### src/sv/lpht_pkg.sv
package lpht_pkg;

  localparam int unsigned MODE_W   = 1;
  localparam int unsigned KEY_W    = 32;
  localparam int unsigned VALUE_W  = 32;
  localparam int unsigned STATUS_W = 2;
  localparam int unsigned COUNT_W  = 11;

  localparam logic [MODE_W-1:0] MODE_INSERT = 1'b0;
  localparam logic [MODE_W-1:0] MODE_LOOKUP = 1'b1;

  localparam logic [STATUS_W-1:0] ST_OK      = 2'd0;
  localparam logic [STATUS_W-1:0] ST_MISSING = 2'd1;
  localparam logic [STATUS_W-1:0] ST_FULL    = 2'd2;

  // Number of shift/add and shift/xor rounds in the key mix
  localparam int unsigned MIX_STEPS = 8;

  typedef struct packed {
    logic               used;
    logic [KEY_W-1:0]   key;
    logic [VALUE_W-1:0] value;
  } lpht_slot_t;

  // One round of the 32-bit integer avalanche mix, selected by round index
  function automatic logic [KEY_W-1:0] lpht_mix_step(input logic [KEY_W-1:0] k,
                                                     input logic [2:0]       step);
    logic [KEY_W-1:0] r;
    case (step)
      3'd0:    r = k + (k << 12);
      3'd1:    r = k ^ (k >> 22);
      3'd2:    r = k + (k << 4);
      3'd3:    r = k ^ (k >> 9);
      3'd4:    r = k + (k << 10);
      3'd5:    r = k ^ (k >> 2);
      3'd6:    r = k + (k << 7);
      default: r = k ^ (k >> 12);
    endcase
    return r;
  endfunction

endpackage

### src/sv/lpht_hash.sv
module lpht_hash import lpht_pkg::*; #(
  parameter int unsigned TABLE_DEPTH = 1024,
  localparam int unsigned SlotW = (TABLE_DEPTH > 1) ? $clog2(TABLE_DEPTH) : 1
) (
  input  logic             clk_i,
  input  logic             rst_ni,
  input  logic             start_i,
  input  logic [KEY_W-1:0] key_i,
  output logic             done_o,
  output logic [SlotW-1:0] slot_o
);

  // Scaled reciprocal of the depth; the quotient it gives is exact or one short
  localparam int unsigned      RecipShift = KEY_W - 1 + SlotW;
  localparam logic [KEY_W-1:0] RecipC     = KEY_W'((64'd1 << RecipShift) / 64'(TABLE_DEPTH));
  localparam logic [KEY_W-1:0] DepthK     = KEY_W'(TABLE_DEPTH);
  localparam logic [SlotW:0]   DepthC     = (SlotW+1)'(TABLE_DEPTH);
  localparam logic [2:0]       LastStep   = 3'(MIX_STEPS - 1);

  localparam logic [1:0] PH_MIX = 2'd0;
  localparam logic [1:0] PH_MUL = 2'd1;
  localparam logic [1:0] PH_SUB = 2'd2;
  localparam logic [1:0] PH_FIX = 2'd3;

  logic               busy_q, busy_d;
  logic [1:0]         phase_q, phase_d;
  logic               done_q, done_d;
  logic [2:0]         step_q, step_d;
  logic [KEY_W-1:0]   k_q, k_d;
  logic [KEY_W-1:0]   q_q, q_d;
  logic [SlotW:0]     rem_q, rem_d;
  logic [SlotW-1:0]   r_q, r_d;
  logic [2*KEY_W-1:0] prod;
  logic [KEY_W-1:0]   qd;
  logic [KEY_W-1:0]   diff;
  logic [SlotW:0]     rem_sub;

  assign prod    = (2*KEY_W)'(k_q) * (2*KEY_W)'(RecipC);
  assign qd      = q_q * DepthK;
  assign diff    = k_q - qd;
  assign rem_sub = rem_q - DepthC;

  always_comb begin
    busy_d  = busy_q;
    phase_d = phase_q;
    done_d  = 1'b0;
    step_d  = step_q;
    k_d     = k_q;
    q_d     = q_q;
    rem_d   = rem_q;
    r_d     = r_q;
    if (start_i) begin
      busy_d  = 1'b1;
      phase_d = PH_MIX;
      step_d  = '0;
      k_d     = key_i;
    end else if (busy_q) begin
      case (phase_q)
        PH_MIX: begin
          k_d    = lpht_mix_step(k_q, step_q);
          step_d = step_q + 3'd1;
          if (step_q == LastStep) begin
            phase_d = PH_MUL;
          end
        end
        PH_MUL: begin
          q_d     = KEY_W'(prod >> RecipShift);
          phase_d = PH_SUB;
        end
        PH_SUB: begin
          // remainder is below twice the depth here
          rem_d   = diff[SlotW:0];
          phase_d = PH_FIX;
        end
        default: begin
          r_d    = (rem_q >= DepthC) ? rem_sub[SlotW-1:0] : rem_q[SlotW-1:0];
          busy_d = 1'b0;
          done_d = 1'b1;
        end
      endcase
    end
  end

  always_ff @(posedge clk_i or negedge rst_ni) begin
    if (!rst_ni) begin
      busy_q  <= 1'b0;
      phase_q <= PH_MIX;
      done_q  <= 1'b0;
      step_q  <= '0;
    end else begin
      busy_q  <= busy_d;
      phase_q <= phase_d;
      done_q  <= done_d;
      step_q  <= step_d;
    end
  end

  always_ff @(posedge clk_i) begin
    k_q   <= k_d;
    q_q   <= q_d;
    rem_q <= rem_d;
    r_q   <= r_d;
  end

  assign done_o = done_q;
  assign slot_o = r_q;

endmodule

### config.mk
export PLATFORM = sky130hd
export DESIGN_NAME = lpht_hash
export DESIGN_NICKNAME = d
export VERILOG_FILES = /design/src/sv/lpht_pkg.sv /design/src/sv/lpht_hash.sv
export SDC_FILE = /design/constraint.sdc
export NUM_CORES = 1
export LEC_CHECK = 0
export BUFFER_PORTS_ARGS = -buffer_cell sky130_fd_sc_hd__buf_2
export CAP_MARGIN = 30
export CORE_MARGIN = 2
export CORE_UTILIZATION = 62
export CTS_BUF_LIST = sky130_fd_sc_hd__clkbuf_4
export DETAILED_ROUTE_END_ITERATION = 10
export PLACE_DENSITY = 0.92
export SLEW_MARGIN = 20
export SYNTH_ARGS = -nofsm -noshare
export SYNTH_HDL_FRONTEND = slang
export SYNTH_SLANG_ARGS = --single-unit
### constraint.sdc
create_clock -name clk_i -period 6.5 [get_ports clk_i]
set_input_delay 0.325 -clock clk_i [delete_from_list [all_inputs] [get_ports clk_i]]
set_output_delay 0.325 -clock clk_i [all_outputs]
set_load 0.03 [all_outputs]
==> results_dict.tcl <==
set metrics [dict create \
    antenna_found_initial 0 \
    ys_seq_area_share_pct 19.9 \
    power_density_nw_per_um2 571 \
    synthCells 1048 \
    vias_per_cell 7.36 \
    setup_ws_ns 2.49 \
    synthFlopType "edfxtp_1" \
    fp.dieW_um 123 \
    synth_cell_type_count 80 \
    io_buffers 45 \
    io_pins 46 \
    power.leakage_nw 3.79 \
    power_mw 5.25 \
    clock_latency_ns 0.45 \
    worstHoldEndpoint "k_q[3]" \
    holdWs_ns 0.152 \
    root_buffer "clkbuf_4" \
    place.gp.congestion 1.01 \
    holdPathStages 3 \
    status "finished clean" \
    hp-start "key_i[3]" \
    fin_tns_setup_ns 0 \
    h-tree-depth 3 \
    r2r-end "k_q[11]" \
    overflow 0 \
    rows 43 \
    grt_pass1_wl_um 46200 \
    dp_hpwl_um 22100 \
    reg2reg_from "step_q[2]" \
    postRouteAntennaNets 0 \
    max_clock_freq_mhz 249 \
    final.min_clock_period_ns 4.01 \
    synth_warnings 0 \
    crit_type "flop to flop" \
    post_cts_buffers 0 \
    dr_total_vias 9167 \
    finalNetCount 1200 \
    clock_path_buffers 2 \
    syn_to_final_growth_pct 5.53 \
    dieArea_um2 15000 \
    design_area_um2 9190 \
    syn-cell-area_um2 8710 \
    clock_skew_ns 0.0149 \
    max_slew_margin_pct 37.9 \
    drtIter0Drc 1547 \
    first_pass_iters 10 \
    post_dp_cell_area_um2 9010 \
    end_kind "flop" \
    wire_per_inst_um 24.6 \
    place_worst_setup_slack_ns 2.73 \
    setup_viol 0 \
    synth-seq-cells 59 \
    peakVddDrop_v 0.000283 \
    min_period_over_period_pct 61.7 \
    drv_cap 0 \
    clkTransAtPathRegs_ns 0.13 \
    worstMarginPinSlew_ns 0.932 \
    syn-mean-instance-area_um2 8.31 \
    r2r_cells 10 \
    grt_setup_unrepaired "no" \
    layout-drive-gt1-share_pct 9.48 \
    critPathArrivalTime_ns 4.18 \
    drt-total-wl_um 30600 \
    slew_violations 0 \
    grt.total_usage_pct 40.8 \
    hold_path.class "primary input to flop" \
    start_util_pct 63.2 \
    grt_pass1_vias 8411 \
    cts_sinks 59 \
    cts_made_buffers 9 \
    worst_ep_required_time_ns 6.67 \
    post-route-drc-count 0 \
    hold_viol_final 0 \
    antenna_cells 0 \
    core_um2 13800 \
    fill_cells 1177 \
    worstPathMaxFanout 32 \
    synth_edf_count 52 \
    fp.dieH_um 123 \
    tritoncts "yes" \
    cts-resized-gates 0 \
    reg2reg_setup_slack_ns 2.49 \
    grt_max_degree 56 \
    cp-start-kind "flop" \
    syn-num-nets 1188 \
    synthArstFlopShare_pct 11.9 \
]
[metal layers]
metal	global-route usage, %	up-vias	part of all wire (%)
met5	0	-	0
met4	26.3	0	8.1
met3	11.5	216	14
met2	60.9	820	41
met1	51.7	4115	37
li1	-	4016	-
[cell usage after synthesis, types with 10 or more instances]
cell,count,area share [%]
nand2b_1,15,1.1
nor3_1,17,0.98
o221ai_1,12,1.2
a31oi_1,11,0.79
nor2_1,72,3.1
mux2i_1,14,1.6
nand3_1,15,0.86
xnor2_1,70,7.0
o211ai_1,13,1.1
ha_1,101,15
a221oi_1,20,2.0
inv_1,30,1.3
a21oi_1,93,5.3
xor2_1,56,5.6
clkbuf_1,41,1.8
a211oi_1,12,1.0
o21a_1,14,1.2
nand4_1,10,0.72
a21o_1,40,3.4
o21ai_0,74,4.3
nand2_1,96,4.1
edfxtp_1,52,18
[logic make-up after synthesis]
kind of cell | after synthesis | share of synthesized area (%)
adder cells (fa/ha/maj) | 105 | 15.4
AND/OR/NAND/NOR | 264 | 13.9
buffers and inverters | 80 | 3.52
AO/OA/AOI/OAI | 399 | 32.8
multiplexers | 15 | 1.74
flip-flops | 59 | 19.9
XOR/XNOR | 126 | 12.7
[sequential cells by signal, indices dropped and copies added, names as in the netlist]
signal   flops
slot_o      10
done_o       1
phase_q      2
step_q       3
k_q         32
rem_q       10
busy_q       1
[placed cells by master, fill, tap and decap left out, types with 10 or more instances in the layout]
master,instances
a211oi_1,12
a21o_1,40
a21oi_1,93
a221oi_1,20
a31oi_1,11
buf_2,45
edfxtp_1,52
ha_1,101
inv_1,30
mux2i_1,14
nand2_1,96
nand2b_1,15
nand3_1,15
nand4_1,10
nor2_1,72
nor3_1,17
o211ai_1,13
o21a_1,14
o21ai_0,74
o221ai_1,12
xnor2_1,70
xor2_1,56
[repair_timing]
item	4_1_cts	5_1_grt
endpoints found under the setup margin	0	0
hold endpoints to repair	7	0
hold buffers	1	0
[area by class of cell]
cell class              count  area, µm²  area share [%]
clock inverters             7        101            1.10
flip-flops and latches     59       1740            18.9
well taps                 180        225            2.45
inverters                  30        113            1.23
multi-input cells         909       6670            72.6
clock buffers               9       67.6           0.735
repair buffers             51        273            2.97
[through the flow]
step                      util, %  cells
after floorplan                 -   1048
after global placement       65.4   1228
after CTS                    66.7   1245
after detailed placement     65.4   1228
after global routing         66.7   1245
final                        66.7   1245
[power breakdown]
| group | internal, mW | total, mW | switching (mW) |
|---|---|---|---|
| clock | 0.158 | 0.330 | 0.172 |
| combinational | 1.61 | 4.00 | 2.39 |
| sequential | 0.518 | 0.923 | 0.405 |
[worst max-delay path, cell delays in order, from the launching register on]
cell and delay (ns):
dfrtp_1 0.39, buf_4 0.26, inv_1 0.50, ha_1 0.79
nor2_1 0.11, nand2_1 0.69, o221ai_1 0.27, a221oi_1 0.33
o21ai_0 0.15, o21ai_0 0.12, o21ai_0 0.12
[worst max path at each step]
stage                         start  endpoint
final                     step_q[2]   k_q[11]
after global routing      step_q[2]   k_q[11]
after CTS                 step_q[2]   k_q[11]
after detailed placement  step_q[2]   k_q[17]
after global placement    step_q[2]   k_q[17]
after floorplan              k_q[7]   k_q[25]
Note: power is estimated with default switching activity, not from simulation.
